File: src/tps_pkg.sv
// Shared types and constants for the three-level priority thread scheduler.
package tps_pkg;

    localparam int DEF_THREAD_SLOTS = 4;
    localparam int NUM_PRIO         = 3;

    localparam logic [1:0] PRIO_LOW = 2'd2;

    localparam logic [2:0] FN_CREATE = 3'd0;
    localparam logic [2:0] FN_YIELD  = 3'd1;
    localparam logic [2:0] FN_EXIT   = 3'd2;
    localparam logic [2:0] FN_START  = 3'd3;
    localparam logic [2:0] FN_SETPRI = 3'd4;

    typedef enum logic [2:0] {
        STAT_OK          = 3'd0,
        STAT_FULL        = 3'd1,
        STAT_STARTED     = 3'd2,
        STAT_NOT_STARTED = 3'd3,
        STAT_HALTED      = 3'd4
    } status_t;

    typedef enum logic [1:0] {
        SS_FREE     = 2'd0,
        SS_RUNNABLE = 2'd1,
        SS_RUNNING  = 2'd2
    } slot_state_t;

    typedef struct packed {
        logic push;
        logic pop;
    } rq_ctrl_t;

endpackage

File: src/tps_if.sv
// Valid/ready channel interfaces for scheduler command and response words.
interface tps_cmd_if;
    logic       valid;
    logic       ready;
    logic [2:0] func;
    logic [1:0] priority_req;

    modport source (output valid, output func, output priority_req, input ready);
    modport sink   (input valid, input func, input priority_req, output ready);
endinterface

interface tps_rsp_if;
    logic       valid;
    logic       ready;
    logic [2:0] status;
    logic       running_valid;
    logic [1:0] running_slot;
    logic [1:0] running_priority;
    logic [1:0] previous_priority;
    logic [1:0] created_slot;

    modport source (output valid, output status, output running_valid, output running_slot,
                    output running_priority, output previous_priority, output created_slot,
                    input ready);
    modport sink   (input valid, input status, input running_valid, input running_slot,
                    input running_priority, input previous_priority, input created_slot,
                    output ready);
endinterface

File: src/tps_rdyq.sv
// Shift-register ready queue for one priority level with same-cycle push and pop.
module tps_rdyq
    import tps_pkg::*;
#(
    parameter int THREAD_SLOTS = DEF_THREAD_SLOTS
)
(
    input  logic                                  clk,
    input  logic                                  rst_n,
    input  rq_ctrl_t                              ctrl,
    input  logic [$clog2(THREAD_SLOTS)-1:0]       push_slot,
    output logic                                  nonempty_mid,
    output logic [$clog2(THREAD_SLOTS)-1:0]       head_mid
);

    localparam int SW = $clog2(THREAD_SLOTS);
    localparam int CW = $clog2(THREAD_SLOTS + 1);

    logic [SW-1:0] entries_reg  [THREAD_SLOTS];
    logic [SW-1:0] entries_next [THREAD_SLOTS];
    logic [SW-1:0] mid          [THREAD_SLOTS];
    logic [CW-1:0] count_reg;
    logic [CW-1:0] count_next;
    logic [CW-1:0] cnt_mid;
    logic          push_ok;

    always_comb
    begin
        push_ok = ctrl.push && (count_reg < CW'(THREAD_SLOTS));
        for (int i = 0; i < THREAD_SLOTS; i++)
        begin
            mid[i] = (push_ok && count_reg == CW'(i)) ? push_slot : entries_reg[i];
        end
        cnt_mid      = count_reg + CW'(push_ok);
        nonempty_mid = (cnt_mid != '0);
        head_mid     = mid[0];
        if (ctrl.pop)
        begin
            for (int i = 0; i < THREAD_SLOTS - 1; i++)
            begin
                entries_next[i] = mid[i + 1];
            end
            entries_next[THREAD_SLOTS-1] = mid[THREAD_SLOTS-1];
            count_next = cnt_mid - CW'(1);
        end
        else
        begin
            entries_next = mid;
            count_next   = cnt_mid;
        end
    end

    always_ff @(posedge clk or negedge rst_n)
    begin
        if (!rst_n)
        begin
            count_reg <= '0;
        end
        else
        begin
            count_reg <= count_next;
        end
    end

    always_ff @(posedge clk)
    begin
        entries_reg <= entries_next;
    end

    a_pop_nonempty: assert property (@(posedge clk) disable iff (!rst_n)
        ctrl.pop |-> nonempty_mid)
        else $error("pop from empty ready queue");

    a_count_bound: assert property (@(posedge clk) disable iff (!rst_n)
        count_reg <= CW'(THREAD_SLOTS))
        else $error("ready queue count exceeds slot count");

    a_pop_only: assert property (@(posedge clk) disable iff (!rst_n)
        (ctrl.pop && !ctrl.push) |=> count_reg == $past(count_reg) - CW'(1))
        else $error("ready queue count did not drop on pop");

endmodule

File: src/three_level_priority_thread_scheduler.sv
// Top level of the three-level strict-priority thread scheduler.
// Latency: a command word accepted at one edge has its response word valid after that edge.
// Throughput: one word per cycle unless rsp.ready stalls; the single response register refills as it drains.
// The per-word path is a free-slot find-first and three ready-queue updates.
// Reset: all slots free, queues empty, not started, not halted, no response pending.
module three_level_priority_thread_scheduler
    import tps_pkg::*;
#(
    parameter int THREAD_SLOTS = DEF_THREAD_SLOTS
)
(
    input  logic          clk,
    input  logic          rst_n,
    tps_cmd_if.sink       cmd,
    tps_rsp_if.source     rsp
);

    localparam int SW = $clog2(THREAD_SLOTS);

    slot_state_t   state_reg [THREAD_SLOTS];
    slot_state_t   state_next [THREAD_SLOTS];
    logic [1:0]    prio_reg  [THREAD_SLOTS];
    logic [1:0]    prio_next [THREAD_SLOTS];
    logic [SW-1:0] cur_reg;
    logic [SW-1:0] cur_next;
    logic          started_reg;
    logic          started_next;
    logic          halted_reg;
    logic          halted_next;

    logic          out_valid_reg;
    status_t       status_reg;
    logic          run_valid_reg;
    logic [1:0]    run_slot_reg;
    logic [1:0]    run_prio_reg;
    logic [1:0]    prev_prio_reg;
    logic [1:0]    created_reg;

    logic          accept;
    logic [1:0]    prio_sat;
    logic          free_found;
    logic [SW-1:0] free_idx;
    logic          live;
    logic          do_create;
    logic          do_start;
    logic          do_yield;
    logic          do_exit;
    logic          do_set;
    logic          dispatch;
    logic          halt_set;
    logic [1:0]    cur_prio;
    logic [SW-1:0] push_slot;
    rq_ctrl_t      q_ctrl [NUM_PRIO];
    logic          q_ne   [NUM_PRIO];
    logic [SW-1:0] q_head [NUM_PRIO];
    logic          higher_ne;
    logic [SW-1:0] sel_slot;
    status_t       status_c;
    logic          running_c;

    assign cmd.ready = !out_valid_reg || rsp.ready;
    assign accept    = cmd.valid && cmd.ready;
    assign prio_sat  = (cmd.priority_req > PRIO_LOW) ? PRIO_LOW : cmd.priority_req;
    assign cur_prio  = prio_reg[cur_reg];

    always_comb
    begin
        free_found = 1'b0;
        free_idx   = '0;
        for (int i = THREAD_SLOTS - 1; i >= 0; i--)
        begin
            if (state_reg[i] == SS_FREE)
            begin
                free_found = 1'b1;
                free_idx   = SW'(i);
            end
        end
    end

    assign live      = accept && !halted_reg;
    assign do_create = live && cmd.func == FN_CREATE && free_found;
    assign do_start  = live && cmd.func == FN_START && !started_reg;
    assign do_yield  = live && started_reg && cmd.func == FN_YIELD;
    assign do_exit   = live && started_reg && cmd.func == FN_EXIT;
    assign do_set    = live && started_reg && cmd.func == FN_SETPRI;
    assign dispatch  = do_start || do_yield || do_exit;
    assign push_slot = do_create ? free_idx : cur_reg;

    always_comb
    begin
        higher_ne = 1'b0;
        sel_slot  = '0;
        for (int q = 0; q < NUM_PRIO; q++)
        begin
            q_ctrl[q].push = (do_create && prio_sat == 2'(q)) || (do_yield && cur_prio == 2'(q));
            q_ctrl[q].pop  = dispatch && q_ne[q] && !higher_ne;
            if (q_ne[q] && !higher_ne)
            begin
                sel_slot = q_head[q];
            end
            higher_ne = higher_ne || q_ne[q];
        end
        halt_set = dispatch && !higher_ne;
    end

    for (genvar q = 0; q < NUM_PRIO; q++)
    begin : g_rq
        tps_rdyq #(
            .THREAD_SLOTS (THREAD_SLOTS)
        ) u_rdyq (
            .clk          (clk),
            .rst_n        (rst_n),
            .ctrl         (q_ctrl[q]),
            .push_slot    (push_slot),
            .nonempty_mid (q_ne[q]),
            .head_mid     (q_head[q])
        );
    end

    always_comb
    begin
        state_next   = state_reg;
        prio_next    = prio_reg;
        cur_next     = cur_reg;
        started_next = started_reg || do_start;
        halted_next  = halted_reg || halt_set;
        if (do_create)
        begin
            state_next[free_idx] = SS_RUNNABLE;
            prio_next[free_idx]  = prio_sat;
        end
        if (do_yield)
        begin
            state_next[cur_reg] = SS_RUNNABLE;
        end
        if (do_exit)
        begin
            state_next[cur_reg] = SS_FREE;
        end
        if (do_set)
        begin
            prio_next[cur_reg] = prio_sat;
        end
        if (dispatch && !halt_set)
        begin
            cur_next             = sel_slot;
            state_next[sel_slot] = SS_RUNNING;
        end
    end

    always_comb
    begin
        if (halted_reg || halt_set)
            status_c = STAT_HALTED;
        else if (cmd.func == FN_CREATE && !free_found)
            status_c = STAT_FULL;
        else if (cmd.func == FN_START && started_reg)
            status_c = STAT_STARTED;
        else if (!started_reg && (cmd.func == FN_YIELD || cmd.func == FN_EXIT
                                  || cmd.func == FN_SETPRI))
            status_c = STAT_NOT_STARTED;
        else
            status_c = STAT_OK;
        running_c = started_next && !halted_next;
    end

    always_ff @(posedge clk or negedge rst_n)
    begin
        if (!rst_n)
        begin
            for (int i = 0; i < THREAD_SLOTS; i++)
            begin
                state_reg[i] <= SS_FREE;
            end
            cur_reg       <= '0;
            started_reg   <= 1'b0;
            halted_reg    <= 1'b0;
            out_valid_reg <= 1'b0;
        end
        else
        begin
            state_reg   <= state_next;
            cur_reg     <= cur_next;
            started_reg <= started_next;
            halted_reg  <= halted_next;
            if (accept)
                out_valid_reg <= 1'b1;
            else if (rsp.ready)
                out_valid_reg <= 1'b0;
        end
    end

    always_ff @(posedge clk)
    begin
        prio_reg <= prio_next;
        if (accept)
        begin
            status_reg    <= status_c;
            run_valid_reg <= running_c;
            run_slot_reg  <= running_c ? 2'(cur_next) : 2'd0;
            run_prio_reg  <= running_c ? prio_next[cur_next] : 2'd0;
            prev_prio_reg <= do_set ? cur_prio : 2'd0;
            created_reg   <= do_create ? 2'(free_idx) : 2'd0;
        end
    end

    assign rsp.valid             = out_valid_reg;
    assign rsp.status            = status_reg;
    assign rsp.running_valid     = run_valid_reg;
    assign rsp.running_slot      = run_slot_reg;
    assign rsp.running_priority  = run_prio_reg;
    assign rsp.previous_priority = prev_prio_reg;
    assign rsp.created_slot      = created_reg;

    a_halt_sticky: assert property (@(posedge clk) disable iff (!rst_n)
        halted_reg |=> halted_reg)
        else $error("halted flag cleared");

    a_cur_running: assert property (@(posedge clk) disable iff (!rst_n)
        (started_reg && !halted_reg) |-> state_reg[cur_reg] == SS_RUNNING)
        else $error("current slot not marked running");

    a_accept_fills: assert property (@(posedge clk) disable iff (!rst_n)
        accept |=> out_valid_reg)
        else $error("accepted word produced no response");

    a_halt_status: assert property (@(posedge clk) disable iff (!rst_n)
        (accept && halted_reg) |=> status_reg == STAT_HALTED && !run_valid_reg)
        else $error("halted block returned wrong response");

endmodule

File: src/flat_wrapper.sv
// flat-port wrapper written by rule: the top's interface ports become plain ports
module three_level_priority_thread_scheduler_flat import tps_pkg::*;
#(
    parameter int THREAD_SLOTS = DEF_THREAD_SLOTS
)
  (clk, rst_n, cmd_valid, cmd_func, cmd_priority_req, cmd_ready, rsp_valid, rsp_status, rsp_running_valid, rsp_running_slot, rsp_running_priority, rsp_previous_priority, rsp_created_slot, rsp_ready);
  tps_cmd_if cmd_i ();
  tps_rsp_if rsp_i ();
  input  logic clk;
  input  logic rst_n;
  input wire logic [$bits(cmd_i.valid)-1:0] cmd_valid;
  input wire logic [$bits(cmd_i.func)-1:0] cmd_func;
  input wire logic [$bits(cmd_i.priority_req)-1:0] cmd_priority_req;
  output wire logic [$bits(cmd_i.ready)-1:0] cmd_ready;
  output wire logic [$bits(rsp_i.valid)-1:0] rsp_valid;
  output wire logic [$bits(rsp_i.status)-1:0] rsp_status;
  output wire logic [$bits(rsp_i.running_valid)-1:0] rsp_running_valid;
  output wire logic [$bits(rsp_i.running_slot)-1:0] rsp_running_slot;
  output wire logic [$bits(rsp_i.running_priority)-1:0] rsp_running_priority;
  output wire logic [$bits(rsp_i.previous_priority)-1:0] rsp_previous_priority;
  output wire logic [$bits(rsp_i.created_slot)-1:0] rsp_created_slot;
  input wire logic [$bits(rsp_i.ready)-1:0] rsp_ready;
  assign cmd_i.valid = cmd_valid;
  assign cmd_i.func = cmd_func;
  assign cmd_i.priority_req = cmd_priority_req;
  assign cmd_ready = cmd_i.ready;
  assign rsp_valid = rsp_i.valid;
  assign rsp_status = rsp_i.status;
  assign rsp_running_valid = rsp_i.running_valid;
  assign rsp_running_slot = rsp_i.running_slot;
  assign rsp_running_priority = rsp_i.running_priority;
  assign rsp_previous_priority = rsp_i.previous_priority;
  assign rsp_created_slot = rsp_i.created_slot;
  assign rsp_i.ready = rsp_ready;
  three_level_priority_thread_scheduler #(.THREAD_SLOTS(THREAD_SLOTS)) u_core (.clk(clk), .rst_n(rst_n), .cmd(cmd_i), .rsp(rsp_i));
endmodule
File: config.mk
export PLATFORM = sky130hd
export DESIGN_NAME = three_level_priority_thread_scheduler_flat
export DESIGN_NICKNAME = d
export VERILOG_FILES = /design/src/tps_pkg.sv /design/src/tps_if.sv /design/src/tps_rdyq.sv /design/src/three_level_priority_thread_scheduler.sv /design/src/flat_wrapper.sv
export SDC_FILE = /design/constraint.sdc
export NUM_CORES = 1
export LEC_CHECK = 0
export ABC_AREA = 0
export BUFFER_PORTS_ARGS = -buffer_cell sky130_fd_sc_hd__buf_4
export CAP_MARGIN = 20
export CORE_UTILIZATION = 45
export CTS_BUF_LIST = sky130_fd_sc_hd__clkbuf_8 sky130_fd_sc_hd__clkbuf_16
export CTS_CLUSTER_SIZE = 10
export DETAILED_ROUTE_END_ITERATION = 12
export PLACE_DENSITY = 0.59
export SYNTH_ARGS = -nofsm -noshare
export SYNTH_HDL_FRONTEND = slang
export SYNTH_SLANG_ARGS = --single-unit
File: constraint.sdc
create_clock -name clk -period 7.7 [get_ports clk]
set_input_delay 2.31 -clock clk [delete_from_list [all_inputs] [get_ports clk]]
set_output_delay 2.31 -clock clk [all_outputs]
set_load 0.01 [all_outputs]
==> out/metrics.csv <==
metric,value,unit
cts-root-buf,clkbuf_8,
htree_levels,3,
crit_type,in2reg,
cp_data_arrival_time,6.12,ns
rsz0062_at_grt,no,
routedWlPerCell,17.1,microns
most-common-layout-cells,"nand2_1 (43), nor2_1 (35), dfxtp_1 (32)",
avgViaCountPerCell,5.88,
final_common_cell,nand2_1,
placed_cell_area,4030,sq um
cts_resized,0,
syn_area,3790,sq um
yosysSeqAreaShare,40.9,%
clkPwrFrac,21.8,%
startpoint_type,input pin,
dr_total_vias,3134,
layout_min_cycle_time,6.01,ns
outcome,completed,
required,7.81,ns
maxSlewViolCount,0,
power_density,339,nW/um^2
hp-class,reg2reg,
crit_cells,18,
grt_pass1_vias,2899,
grt_max_degree,23,
rows,33,
ant_nets,0,
clkTransAtPathRegs,0.08,ns
maxCapViolations,0,
synth_nets,424,
syn-instance-count,403,
wirelength,9.13,mm
cp_slowest_stage_delay,0.47,ns
cp_cell_sequence,"buf_4, and3b_1, and4_1, nand3_1, a21o_1, inv_1, ha_1, ha_1, inv_1, ha_1, ha_1, nand2_1, or2_2, a221oi_2, a311oi_1, a31o_4, or2_0, a31o_1",
clock_path_buffers,2,
ff_latch_area,1550,sq um
worst-path-buf-inv,3,
final_hold_viol_count,0,
num_antenna_cells,0,
setup_viol,0,
io_buffers,22,
synth_edf_count,12,
syn2layout_area_growth,11.7,%
hold_buffers,0,
drc,0,
crit_slowest_cell,and4_1,
clock.fmax,0.166,GHz
drt_iter0_drc,234,
leakage,1.76,nW
dieHeight,93.8,microns
ys_async_sr_fraction,33.3,%
cpMostUsedCell,ha_1,
syn_area_per_cell,9.41,sq um
endpoint_kind,flop,
cts_made_buffers,9,
fillCellCount,773,
finalCritPeriodShare,78.0,%
antenna_found_initial,0,
ys.warnings.count,0,
grt_pass1_wl,14.9,mm
worstMarginPinSlew,1.04,ns
cp_top_family,simple AND/OR/NAND/NOR gates,
power.net_switching,563,uW
overflow,0,
die_w,93.8,microns
slew_headroom,29.6,%
final_nets,444,
multi_input_area,2110,sq um
cts_tree,built,
synth_seq_cells,66,
synth.distinct_cells,79,
worstSkewPairLatency,0.35,ns
design.die.area,8800,sq um
share_comb_of_total_power,37.9,%
largest_register_ffs,24,
synth_top_flop_cell,dfxtp_1,
ir_worst_vdd,0.125,mV
cts_setup_buffers,0,
grt_usage,22.3,%
initial_core_util,46.4,%
place_congestion,0.832,
dp_hpwl,6.70,mm
core,8180,sq um
finalSetupTns,0,ns
drt_first_pass_iters,5,
reg2reg_depth,16,
p_seq_share,40.3,%
cts.sinks,66,
postLayoutCellArea,4230,sq um
worst-path-max-fanout,10,
p_total,1.43,mW
drive_gt1_share,15.0,%
p_int,872,uW
io_pins,23,
skew,0.0104,ns
whs_path_depth,2,
p_sw_share,39.2,%
-- per-layer routing --
metal | track usage, % | wire length (microns)
met5 | 0 | 0
met4 | 7.44 | 139
met3 | 4.85 | 437
met2 | 34.8 | 4070
met1 | 30.6 | 4480
-- worst register-to-register path, delay by kind of cell (launching register included) --
| kind | cells | cell delay (ns) |
|---|---|---|
| AOI/OAI and AO/OA | 4 | 0.79 |
| adders and majority gates | 4 | 0.97 |
| buffers and inverters | 1 | 0.06 |
| DFF | 1 | 0.64 |
| muxes | 1 | 0.67 |
| and+or+nand+nor | 6 | 1.24 |
-- final timing paths --
| kind | from | to | slack, ns |
|---|---|---|---|
| min | u_core.g_rq[2].u_rdyq.entries_reg[1] | u_core.g_rq[2].u_rdyq.entries_reg[1] | 0.47 |
| max reg2reg | u_core.cur_reg[0] | u_core.rsp.running_priority[0] | 3.08 |
| max | cmd_func[1] | u_core.rsp.running_priority[0] | 1.69 |
| min reg2reg | u_core.g_rq[2].u_rdyq.entries_reg[1] | u_core.g_rq[2].u_rdyq.entries_reg[1] | 0.47 |
| min in group asynchronous | rst_n | u_core.g_rq[0].u_rdyq.count_reg[1] | 1.85 |
| max in group asynchronous | rst_n | u_core.g_rq[2].u_rdyq.count_reg[2] | 5.58 |
-- cells in the mapped netlist (2+ instances only) --
library cell	count	area share, %
nor3_1	5	0.66
o21ai_0	25	3.3
mux2i_1	19	5.0
ha_1	12	4.0
inv_2	2	0.20
mux2_2	12	3.6
nand3_1	17	2.2
and2_1	7	1.2
nor2_1	35	3.5
dfrtp_1	22	15
a211oi_1	2	0.40
a31o_2	2	0.46
o21bai_1	4	0.79
a221oi_1	2	0.46
nand2b_1	11	1.8
and3_1	3	0.50
a21o_1	5	0.99
xnor2_1	7	1.6
and2b_1	2	0.40
buf_2	2	0.26
nand3b_1	2	0.40
edfxtp_1	12	9.5
a2111oi_0	2	0.46
o31ai_1	2	0.40
o32ai_1	7	1.6
nand2_1	43	4.3
a21oi_1	16	2.1
nand4_1	2	0.33
o211ai_1	2	0.40
a31oi_1	2	0.33
clkbuf_1	9	0.89
and3b_1	3	0.69
mux4_2	2	1.2
o22ai_1	2	0.33
a311oi_1	2	0.46
inv_1	14	1.4
nor4b_1	4	0.92
nor2b_1	8	1.3
dfxtp_1	32	17
o21a_1	2	0.40
-- area by class of cell --
cell class                 count  area share (%)
multi-input combinational    306            49.8
sequential                    66            36.6
timing repair buffer          22            3.90
tap                          105            3.10
clock buffer                   9            2.93
clock inverter                 7            2.01
inverter                      18            1.63
-- power groups by stage --
stage	clock network (mW)	logic (mW)	registers (mW)
after floorplan	0	0.423	0.538
after global placement	0	0.528	0.583
after detailed placement	0	0.534	0.584
after CTS	0.321	0.538	0.577
after global routing	0.337	0.605	0.596
final	0.313	0.545	0.578
-- cells by family (layout without fill, tap and decap cells) --
logic type,after synthesis,in the layout,synth area share [%]
AOI/OAI and AO/OA,100,100,19.2
xor gates and xnor gates,8,8,1.85
adders and majority gates,12,12,3.96
buffers and inverters,31,56,3.47
DFF,66,66,40.9
muxes,34,34,10.2
and+or+nand+nor,152,152,20.4
-- through the flow --
| stage | cells | setup WS (ns) | hold WS [ns] | util (%) |
|---|---|---|---|---|
| 6_report | 533 | 1.69 | 0.471 | 51.8 |
| 5_1_grt | 533 | 1.40 | 0.501 | 51.8 |
| 4_1_cts | 533 | 1.72 | 0.481 | 51.8 |
| 3_5_place_dp | 517 | 1.38 | 0.463 | 49.2 |
| 3_3_place_gp | 517 | 1.46 | 0.454 | 49.2 |
| 2_1_floorplan | 403 | 1.97 | 0.434 | - |
Note: power is estimated with default switching activity, not from simulation.
